==> config.mk <==
export PLATFORM = sky130hd
export DESIGN_NAME = howling_and_voice_level_monitor_flat
export DESIGN_NICKNAME = d
export VERILOG_FILES = /design/src/rtl/core/hvlm_pkg.sv /design/src/rtl/core/hvlm_if.sv /design/src/rtl/core/howling_and_voice_level_monitor.sv /design/src/rtl/core/hvlm_ctrl.sv /design/src/rtl/core/hvlm_datapath.sv /design/src/flat_wrapper.sv
export SDC_FILE = /design/constraint.sdc
export NUM_CORES = 2
export LEC_CHECK = 0
export ABC_CLOCK_PERIOD_IN_PS = 14100
export BUFFER_PORTS_ARGS = -buffer_cell sky130_fd_sc_hd__buf_2
export CAP_MARGIN = 20
export CORE_AREA = 10 10 466 468
export CTS_CLUSTER_SIZE = 16
export DETAILED_ROUTE_END_ITERATION = 10
export DIE_AREA = 0 0 476 478
export HOLD_SLACK_MARGIN = 0.03
export PLACE_DENSITY = 0.46
export SYNTH_ARGS = -nofsm -noshare
export SYNTH_HDL_FRONTEND = slang
export SYNTH_SLANG_ARGS = --single-unit
==> constraint.sdc <==
create_clock -name clock -period 14.1 [get_ports clock]
set_input_delay 2.82 -clock clock [delete_from_list [all_inputs] [get_ports clock]]
set_output_delay 2.82 -clock clock [all_outputs]
set_load 0.03 [all_outputs]
==> src/rtl/core/hvlm_pkg.sv <==
package hvlm_pkg;

   // Largest number of samples counted into one block.
   localparam int MAX_BLOCK_SAMPLES = 2048;

   localparam int SAMPLE_W = 16;
   localparam int TICK_W   = 48;
   localparam int ENERGY_W = 42;
   localparam int LEVEL_W  = 15;
   localparam int SPAN_W   = 26;
   localparam int SQ_W     = 2 * SAMPLE_W - 1;
   localparam int LVL_SQ_W = 2 * LEVEL_W;
   localparam int COUNT_W  = $clog2(MAX_BLOCK_SAMPLES + 1);
   localparam int LIM_W    = LVL_SQ_W + COUNT_W;
   localparam int CMP_W    = (LIM_W > ENERGY_W) ? LIM_W : ENERGY_W;

   localparam int CSR_ADDR_W = 8;
   localparam int CSR_DATA_W = SPAN_W;

   // Register indexes of the configuration port.
   localparam logic [CSR_ADDR_W-1:0] REG_VOICE_LEVEL   = CSR_ADDR_W'(0);
   localparam logic [CSR_ADDR_W-1:0] REG_HOWL_LEVEL    = CSR_ADDR_W'(1);
   localparam logic [CSR_ADDR_W-1:0] REG_SUSTAIN_TICKS = CSR_ADDR_W'(2);
   localparam logic [CSR_ADDR_W-1:0] REG_MUTE_TICKS    = CSR_ADDR_W'(3);

   localparam logic [LEVEL_W-1:0] VOICE_LEVEL_RESET   = LEVEL_W'(184);
   localparam logic [LEVEL_W-1:0] HOWL_LEVEL_RESET    = LEVEL_W'(9175);
   localparam logic [SPAN_W-1:0]  SUSTAIN_TICKS_RESET = SPAN_W'(400000);
   localparam logic [SPAN_W-1:0]  MUTE_TICKS_RESET    = SPAN_W'(1500000);

   typedef enum logic [3:0] {
      ST_IDLE,
      ST_ACCUM,
      ST_VOICE_SQ,
      ST_VOICE_MUL,
      ST_VOICE_CMP,
      ST_HOWL_SQ,
      ST_HOWL_MUL,
      ST_HOWL_CMP,
      ST_DECIDE
   } state_type;

   typedef struct packed {
      logic in_ready;
      logic accum;
      logic lvl_square;
      logic sel_howl;
      logic lvl_mul;
      logic cmp_voice;
      logic cmp_howl;
      logic decide;
   } cmd_type;

   typedef struct packed {
      logic accepted;
      logic last;
      logic out_free;
   } status_type;

endpackage

==> src/rtl/core/hvlm_if.sv <==
interface hvlm_req_if import hvlm_pkg::*; ();
   logic                       valid;
   logic                       ready;
   logic signed [SAMPLE_W-1:0] sample;
   logic                       last_in_block;
   logic [TICK_W-1:0]          now_ticks;

   modport source (output valid, sample, last_in_block, now_ticks, input ready);
   modport sink (input valid, sample, last_in_block, now_ticks, output ready);
endinterface

interface hvlm_rsp_if import hvlm_pkg::*; ();
   logic                valid;
   logic                ready;
   logic                send_block;
   logic                voice_seen;
   logic                howl_trip;
   logic [ENERGY_W-1:0] block_energy;
   logic [TICK_W-1:0]   last_voice_time;

   modport source (output valid, send_block, voice_seen, howl_trip, block_energy,
                   last_voice_time, input ready);
   modport sink (input valid, send_block, voice_seen, howl_trip, block_energy,
                 last_voice_time, output ready);
endinterface

interface hvlm_csr_if import hvlm_pkg::*; ();
   logic                  valid;
   logic                  ready;
   logic [CSR_ADDR_W-1:0] index;
   logic [CSR_DATA_W-1:0] data;

   modport source (output valid, index, data, input ready);
   modport sink (input valid, index, data, output ready);
endinterface

==> src/rtl/core/howling_and_voice_level_monitor.sv <==
// Block level monitor for interleaved Q1.15 audio. Each sample item is squared on
// acceptance and added to a saturating block energy in the next cycle. For the
// marked last sample of a block, the voice and howl levels are then squared and
// multiplied by the sample count one after the other, sharing one squarer and one
// multiplier, compared with the energy, and the mute decision is made; one result
// item follows per block. Input is taken only while no item is in work.
// A result waits in an output register, and a following block end holds in its
// decision step until the register is taken. Configuration writes are accepted in
// every cycle and must only be issued while the block is idle.
module howling_and_voice_level_monitor import hvlm_pkg::*; (
   input  logic       clock,
   input  logic       reset,
   hvlm_req_if.sink   req_chan,
   hvlm_rsp_if.source rsp_chan,
   hvlm_csr_if.sink   csr_chan
);

   cmd_type    cmd;
   status_type status;

   hvlm_ctrl u_ctrl (
      .clock  (clock),
      .reset  (reset),
      .status (status),
      .cmd    (cmd)
   );

   hvlm_datapath u_datapath (
      .clock    (clock),
      .reset    (reset),
      .req_chan (req_chan),
      .rsp_chan (rsp_chan),
      .csr_chan (csr_chan),
      .cmd      (cmd),
      .status   (status)
   );

endmodule

==> src/rtl/core/hvlm_ctrl.sv <==
module hvlm_ctrl import hvlm_pkg::*; (
   input  logic       clock,
   input  logic       reset,
   input  status_type status,
   output cmd_type    cmd
);

   state_type state_ff;
   state_type state_in;

   always_ff @(posedge clock) begin
      if (reset) begin
         state_ff <= ST_IDLE;
      end else begin
         state_ff <= state_in;
      end
   end

   always_comb begin
      state_in = state_ff;
      cmd      = '0;
      unique case (state_ff)
         ST_IDLE: begin
            cmd.in_ready = 1'b1;
            if (status.accepted) begin
               state_in = ST_ACCUM;
            end
         end
         ST_ACCUM: begin
            cmd.accum = 1'b1;
            state_in  = status.last ? ST_VOICE_SQ : ST_IDLE;
         end
         ST_VOICE_SQ: begin
            cmd.lvl_square = 1'b1;
            state_in       = ST_VOICE_MUL;
         end
         ST_VOICE_MUL: begin
            cmd.lvl_mul = 1'b1;
            state_in    = ST_VOICE_CMP;
         end
         ST_VOICE_CMP: begin
            cmd.cmp_voice = 1'b1;
            state_in      = ST_HOWL_SQ;
         end
         ST_HOWL_SQ: begin
            cmd.lvl_square = 1'b1;
            cmd.sel_howl   = 1'b1;
            state_in       = ST_HOWL_MUL;
         end
         ST_HOWL_MUL: begin
            cmd.lvl_mul = 1'b1;
            state_in    = ST_HOWL_CMP;
         end
         ST_HOWL_CMP: begin
            cmd.cmp_howl = 1'b1;
            state_in     = ST_DECIDE;
         end
         ST_DECIDE: begin
            // The result waits here until the output register is free.
            if (status.out_free) begin
               cmd.decide = 1'b1;
               state_in   = ST_IDLE;
            end
         end
         default: begin
            state_in = ST_IDLE;
         end
      endcase
   end

endmodule

==> src/rtl/core/hvlm_datapath.sv <==
module hvlm_datapath import hvlm_pkg::*; (
   input  logic       clock,
   input  logic       reset,
   hvlm_req_if.sink   req_chan,
   hvlm_rsp_if.source rsp_chan,
   hvlm_csr_if.sink   csr_chan,
   input  cmd_type    cmd,
   output status_type status
);

   // Configuration registers.
   logic [LEVEL_W-1:0] voice_level_ff;
   logic [LEVEL_W-1:0] howl_level_ff;
   logic [SPAN_W-1:0]  sustain_ff;
   logic [SPAN_W-1:0]  mute_ticks_ff;

   // Block and tracking state.
   logic [ENERGY_W-1:0] energy_ff;
   logic [COUNT_W-1:0]  count_ff;
   logic                loud_active_ff;
   logic [TICK_W-1:0]   loud_since_ff;
   logic [TICK_W-1:0]   mute_until_ff;
   logic [TICK_W-1:0]   voice_time_ff;

   // Working registers of the current item.
   logic [SQ_W-1:0]     sq_ff;
   logic                last_ff;
   logic [TICK_W-1:0]   now_ff;
   logic [LVL_SQ_W-1:0] lvl_sq_ff;
   logic [LIM_W-1:0]    lim_ff;
   logic                voice_ff;
   logic                loud_ff;
   logic                muted_ff;
   logic                sustained_ff;
   logic [TICK_W-1:0]   end_ff;

   // Result register.
   logic                rsp_valid_ff;
   logic                send_ff;
   logic                seen_ff;
   logic                trip_ff;
   logic [ENERGY_W-1:0] out_energy_ff;
   logic [TICK_W-1:0]   out_voice_ff;

   logic                  accepted;
   logic [SAMPLE_W-1:0]   raw;
   logic [SAMPLE_W-1:0]   mag;
   logic [2*SAMPLE_W-1:0] sq_full;
   logic [ENERGY_W:0]     sum;
   logic [LEVEL_W-1:0]    level;
   logic [LVL_SQ_W-1:0]   lvl_sq_in;
   logic [LIM_W-1:0]      lim_in;
   logic                  above;
   logic [TICK_W-1:0]     held;
   logic [TICK_W:0]       end_sum;
   logic                  send;
   logic                  trip;
   logic                  loud_active_in;
   logic [TICK_W-1:0]     loud_since_in;
   logic [TICK_W-1:0]     mute_until_in;
   logic [TICK_W-1:0]     voice_time_in;

   assign req_chan.ready = cmd.in_ready;
   assign csr_chan.ready = 1'b1;
   assign accepted       = req_chan.valid && cmd.in_ready;

   assign status.accepted = accepted;
   assign status.last     = last_ff;
   assign status.out_free = !rsp_valid_ff || rsp_chan.ready;

   assign rsp_chan.valid           = rsp_valid_ff;
   assign rsp_chan.send_block      = send_ff;
   assign rsp_chan.voice_seen      = seen_ff;
   assign rsp_chan.howl_trip       = trip_ff;
   assign rsp_chan.block_energy    = out_energy_ff;
   assign rsp_chan.last_voice_time = out_voice_ff;

   // Magnitude of a two's complement sample; the most negative code maps to 2^15.
   assign raw     = req_chan.sample;
   assign mag     = raw[SAMPLE_W-1] ? (~raw + SAMPLE_W'(1)) : raw;
   assign sq_full = mag * mag;

   assign sum       = (ENERGY_W+1)'(energy_ff) + (ENERGY_W+1)'(sq_ff);
   assign level     = cmd.sel_howl ? howl_level_ff : voice_level_ff;
   assign lvl_sq_in = level * level;
   assign lim_in    = lvl_sq_ff * count_ff;
   assign above     = CMP_W'(energy_ff) > CMP_W'(lim_ff);
   assign held      = now_ff - loud_since_ff;
   assign end_sum   = (TICK_W+1)'(now_ff) + (TICK_W+1)'(mute_ticks_ff);

   always_comb begin
      send           = 1'b1;
      trip           = 1'b0;
      loud_active_in = loud_active_ff;
      loud_since_in  = loud_since_ff;
      mute_until_in  = mute_until_ff;
      voice_time_in  = voice_ff ? now_ff : voice_time_ff;
      priority if (muted_ff) begin
         send = 1'b0;
      end else if (loud_ff) begin
         if (!loud_active_ff) begin
            loud_active_in = 1'b1;
            loud_since_in  = now_ff;
         end else if (sustained_ff) begin
            mute_until_in  = end_ff;
            loud_active_in = 1'b0;
            send           = 1'b0;
            trip           = 1'b1;
         end
      end else begin
         loud_active_in = 1'b0;
      end
   end

   always_ff @(posedge clock) begin
      if (reset) begin
         voice_level_ff <= VOICE_LEVEL_RESET;
         howl_level_ff  <= HOWL_LEVEL_RESET;
         sustain_ff     <= SUSTAIN_TICKS_RESET;
         mute_ticks_ff  <= MUTE_TICKS_RESET;
      end else if (csr_chan.valid) begin
         unique case (csr_chan.index)
            REG_VOICE_LEVEL:   voice_level_ff <= csr_chan.data[LEVEL_W-1:0];
            REG_HOWL_LEVEL:    howl_level_ff  <= csr_chan.data[LEVEL_W-1:0];
            REG_SUSTAIN_TICKS: sustain_ff     <= csr_chan.data[SPAN_W-1:0];
            REG_MUTE_TICKS:    mute_ticks_ff  <= csr_chan.data[SPAN_W-1:0];
            default: ;
         endcase
      end
   end

   always_ff @(posedge clock) begin
      if (reset) begin
         energy_ff      <= '0;
         count_ff       <= '0;
         loud_active_ff <= 1'b0;
         loud_since_ff  <= '0;
         mute_until_ff  <= '0;
         voice_time_ff  <= '0;
         rsp_valid_ff   <= 1'b0;
      end else begin
         // Samples past the block store add neither count nor energy.
         if (cmd.accum && (count_ff < COUNT_W'(MAX_BLOCK_SAMPLES))) begin
            count_ff  <= count_ff + COUNT_W'(1);
            energy_ff <= sum[ENERGY_W] ? {ENERGY_W{1'b1}} : sum[ENERGY_W-1:0];
         end
         if (cmd.decide) begin
            energy_ff      <= '0;
            count_ff       <= '0;
            loud_active_ff <= loud_active_in;
            loud_since_ff  <= loud_since_in;
            mute_until_ff  <= mute_until_in;
            voice_time_ff  <= voice_time_in;
            rsp_valid_ff   <= 1'b1;
         end else if (rsp_chan.ready) begin
            rsp_valid_ff <= 1'b0;
         end
      end
   end

   always_ff @(posedge clock) begin
      if (accepted) begin
         sq_ff   <= sq_full[SQ_W-1:0];
         last_ff <= req_chan.last_in_block;
         now_ff  <= req_chan.now_ticks;
      end
      if (cmd.lvl_square) begin
         lvl_sq_ff <= lvl_sq_in;
      end
      if (cmd.lvl_mul) begin
         lim_ff <= lim_in;
      end
      if (cmd.cmp_voice) begin
         voice_ff <= above;
      end
      if (cmd.cmp_howl) begin
         loud_ff <= above;
      end
      // The time checks settle during the level sequence, well before the decision.
      muted_ff     <= now_ff < mute_until_ff;
      sustained_ff <= held > TICK_W'(sustain_ff);
      end_ff       <= end_sum[TICK_W] ? {TICK_W{1'b1}} : end_sum[TICK_W-1:0];
      if (cmd.decide) begin
         send_ff       <= send;
         seen_ff       <= voice_ff;
         trip_ff       <= trip;
         out_energy_ff <= energy_ff;
         out_voice_ff  <= voice_time_in;
      end
   end

endmodule
==> src/flat_wrapper.sv <==
// flat-port wrapper written by rule: the top's interface ports become plain ports
module howling_and_voice_level_monitor_flat import hvlm_pkg::*;
  (clock, reset, req_chan_valid, req_chan_sample, req_chan_last_in_block, req_chan_now_ticks, req_chan_ready, rsp_chan_valid, rsp_chan_send_block, rsp_chan_voice_seen, rsp_chan_howl_trip, rsp_chan_block_energy, rsp_chan_last_voice_time, rsp_chan_ready, csr_chan_valid, csr_chan_index, csr_chan_data, csr_chan_ready);
  hvlm_req_if req_chan_i ();
  hvlm_rsp_if rsp_chan_i ();
  hvlm_csr_if csr_chan_i ();
  input  logic clock;
  input  logic reset;
  input wire logic [$bits(req_chan_i.valid)-1:0] req_chan_valid;
  input wire logic [$bits(req_chan_i.sample)-1:0] req_chan_sample;
  input wire logic [$bits(req_chan_i.last_in_block)-1:0] req_chan_last_in_block;
  input wire logic [$bits(req_chan_i.now_ticks)-1:0] req_chan_now_ticks;
  output wire logic [$bits(req_chan_i.ready)-1:0] req_chan_ready;
  output wire logic [$bits(rsp_chan_i.valid)-1:0] rsp_chan_valid;
  output wire logic [$bits(rsp_chan_i.send_block)-1:0] rsp_chan_send_block;
  output wire logic [$bits(rsp_chan_i.voice_seen)-1:0] rsp_chan_voice_seen;
  output wire logic [$bits(rsp_chan_i.howl_trip)-1:0] rsp_chan_howl_trip;
  output wire logic [$bits(rsp_chan_i.block_energy)-1:0] rsp_chan_block_energy;
  output wire logic [$bits(rsp_chan_i.last_voice_time)-1:0] rsp_chan_last_voice_time;
  input wire logic [$bits(rsp_chan_i.ready)-1:0] rsp_chan_ready;
  input wire logic [$bits(csr_chan_i.valid)-1:0] csr_chan_valid;
  input wire logic [$bits(csr_chan_i.index)-1:0] csr_chan_index;
  input wire logic [$bits(csr_chan_i.data)-1:0] csr_chan_data;
  output wire logic [$bits(csr_chan_i.ready)-1:0] csr_chan_ready;
  assign req_chan_i.valid = req_chan_valid;
  assign req_chan_i.sample = req_chan_sample;
  assign req_chan_i.last_in_block = req_chan_last_in_block;
  assign req_chan_i.now_ticks = req_chan_now_ticks;
  assign req_chan_ready = req_chan_i.ready;
  assign rsp_chan_valid = rsp_chan_i.valid;
  assign rsp_chan_send_block = rsp_chan_i.send_block;
  assign rsp_chan_voice_seen = rsp_chan_i.voice_seen;
  assign rsp_chan_howl_trip = rsp_chan_i.howl_trip;
  assign rsp_chan_block_energy = rsp_chan_i.block_energy;
  assign rsp_chan_last_voice_time = rsp_chan_i.last_voice_time;
  assign rsp_chan_i.ready = rsp_chan_ready;
  assign csr_chan_i.valid = csr_chan_valid;
  assign csr_chan_i.index = csr_chan_index;
  assign csr_chan_i.data = csr_chan_data;
  assign csr_chan_ready = csr_chan_i.ready;
  howling_and_voice_level_monitor u_core (.clock(clock), .reset(reset), .req_chan(req_chan_i), .rsp_chan(rsp_chan_i), .csr_chan(csr_chan_i));
endmodule
==> metrics.yaml <==
grt:
  grt_pass1_wl_mm: 235
  grt_pass1_vias: 39847
  overflow: 0
  antenna_found_initial: 18
  grt.total_usage_pct: 13.1
  grt_start_max_net_pins: 88
setup_path:
  critPathCaptureType: "flip-flop"
  crit_family: "adder cells"
  crit_required_ps: 14540
  crit_buf_inv: 8
  path_class: "input port to flip-flop"
  slowest_stage: "clkinv_1"
  crit_fanout: 16
  cp_slowest_stage_delay_ps: 630
  cp.arrival_ps: 11560
  worst_setup_path_start_kind: "input port"
yosys:
  yosys.area.top_type_share_pct: 22.3
  yosys_most_used_dff: "dfxtp_1"
  postSynthCellCount: 5598
  synth_edf_count: 245
  yosys.area.top_type: "fa_1"
  ys_seq_area_share_pct: 27.2
  synth-seq-cells: 581
  synth.cell_area_um2: 51700
  yosysWarnings: 0
  synth_area_leaders: "fa_1, edfxtp_1, dfxtp_1"
  async_reset_ff_share_pct: 0
  synth.distinct_cells: 91
  avgSynthCellArea_um2: 9.23
floorplanning:
  die_w_um: 476
  io_pins: 200
  die_y_um: 478
  die_area_um2: 228000
  core_area_um2: 208000
  rows: 168
  start_util_pct: 24.8
finish:
  fin_util_pct: 28.1
  layout_common_cells: "nand2_1, inv_1, fa_1"
  final_common_cell: "nand2_1"
  drive_gt1_share_pct: 8.51
  fin_nets: 6894
  area_growth_syn_to_layout_pct: 13.2
power_and_ir_drop:
  leakage_uw: 0.0265
  p_int_uw: 5210
  sw_frac_of_total_pct: 41.1
  power_density_nw_per_um2: 151
  p_comb_share_pct: 52.8
  p_seq_share_pct: 24.7
  p_switching_uw: 3640
  clockPowerShare_pct: 22.5
  ir_drop_uv: 376
clock_network:
  cts-hold-fix-buffers: 0
  clkSinkCount: 581
  clock_path_buffers: 3
  post-cts-setup-buffers: 0
  clk-insertion-delay-late_ps: 720
  htreeDepth: 3
  root_buffer: "clkbuf_16"
  cts_resized: 0
  clk_pin_slew_ps: 60
  cts_tree: "yes"
  cts_buffers: 77
routing:
  routed-via-count: 38391
  drtIter0Drc: 1985
  ant_nets: 0
  vias_per_cell: 4.46
  drt_wl_total_mm: 151
  dr.pass1.iters: 5
  drcViolationCount: 0
  wl_per_cell_um: 17.5
sta:
  max_freq_mhz: 89.9
  slew_violations: 0
  skew_ps: 44.3
  post-route-period-util_pct: 78.9
  post-route-min-period_ps: 11120
  tightestPinTransition_ps: 1090
  finalHoldViolCount: 0
  max-slew-margin-rel_pct: 27.2
  setup_violations: 0
  setup_tns_ps: 0
  rsz0062_at_grt: "false"
placement:
  dp_hpwl_mm: 117
  place.gp.congestion: 0.859
  port_buffers: 198
worst_hold_path:
  holdCritPathClass: "flip-flop to flip-flop"
run_status:
  status: "finished clean"
flow_run:
  drv_cap: 0
registers in the layout, indices dropped and copies added (netlist names), 48 cells and up:
register,flops
u_core.u_datapath.now_ff,48
u_core.u_datapath.voice_time_ff,48
u_core.u_datapath.loud_since_ff,48
u_core.u_datapath.mute_until_ff,48
u_core.u_datapath.rsp_chan.last_voice_time,48
u_core.u_datapath.end_ff,48
final timing paths:
kind | start | slack (ps) | depth (start not counted) | endpoint
worst min register to register | u_core.u_datapath.end_ff[3]$_SDFF_PP1_ | 400 | 2 | u_core.u_datapath.mute_until_ff[3]$_SDFFE_PP0P_
worst max register to register | u_core.u_ctrl.state_ff[2]$_SDFFE_PP0P_ | 4710 | 24 | u_core.u_datapath.lvl_sq_ff[29]$_DFFE_PP_
worst min-delay path | u_core.u_datapath.end_ff[3]$_SDFF_PP1_ | 400 | 2 | u_core.u_datapath.mute_until_ff[3]$_SDFFE_PP0P_
worst max-delay path | req_chan_sample[0] | 2980 | 34 | u_core.u_datapath.sq_ff[30]$_DFFE_PP_
per-layer routing:
layer  wire, µm  up-vias  GRT usage, %  share of wire (%)
li1           -    18502             -                  -
met1      69100    19089          17.6                 46
met2      71900      638          22.1                 48
met3       6400      162          1.90                4.3
met4       3090        0          3.35                2.0
met5          0        -             0                  0
power by group through the flow:
stage	combinational, µW	sequential (µW)	clock (µW)
floorplan	3640	2140	0
detailed placement	4730	2220	0
global placement	4730	2220	0
CTS	4760	2190	2070
global route	5390	2190	2120
finish	4680	2180	1990
cell usage after synthesis (58+ instances only):
cell / n
a21oi_1: 412
xnor2_1: 134
mux2_2: 58
o21ai_0: 152
clkbuf_1: 187
ha_1: 487
inv_1: 825
and2_1: 119
nand2_1: 909
a21o_1: 102
edfxtp_1: 245
fa_1: 577
xor2_1: 80
nor2_1: 283
dfxtp_1: 336
cells by family after synthesis:
kind of cell / count (synthesis) / synth area share [%]
multiplexers: 85 / 1.79
AND/OR/NAND/NOR: 1683 / 14.6
buffers and inverters: 1050 / 7.73
flip-flops: 581 / 27.2
other: 2 / 0.0145
adder cells (fa/ha/maj): 1064 / 34.1
AO/OA/AOI/OAI: 919 / 10.9
XOR/XNOR: 214 / 3.63
stage by stage:
| step | power (µW) | cell area [µm²] | hold slack (ps) | setup slack [ps] | std cells |
|---|---|---|---|---|---|
| 2_1_floorplan | 5780 | 51700 | 417 | 3440 | 5614 |
| 3_3_place_gp | 6960 | 55800 | 421 | 2380 | 8448 |
| 3_5_place_dp | 6950 | 55800 | 424 | 2290 | 8448 |
| 4_1_cts | 9020 | 58400 | 404 | 3050 | 8592 |
| 5_1_grt | 9710 | 58500 | 428 | 2530 | 8602 |
| 6_report | 8850 | 58500 | 403 | 2980 | 8605 |
worst register-to-register path, cell delays in order (launching register included):
cell       delay (ps)
dfxtp_1           560
nand2b_1          230
nor2_4            700
mux2_2            550
clkinv_1          490
nor2_1            390
fa_1              510
fa_1              480
fa_1              540
inv_1              50
fa_1              530
inv_1              60
fa_1              500
fa_1              490
ha_1              360
a21o_1            170
a21oi_1           210
o21ai_0           170
nand2b_1          180
o31ai_1           410
o21ai_0           210
o41ai_1           630
o2111ai_1         230
a21oi_1           220
xnor2_1           240
cell type report:
cell class	count	area (µm²)
inverters	832	3130
repair buffers	251	1450
flip-flops and latches	581	14100
well taps	2805	3510
clock buffers	101	2140
fillers	22230	150000
clock inverters	43	443
diodes	9	22.5
multi-input cells	3983	33700
Power figures use the tool's default switching activity.
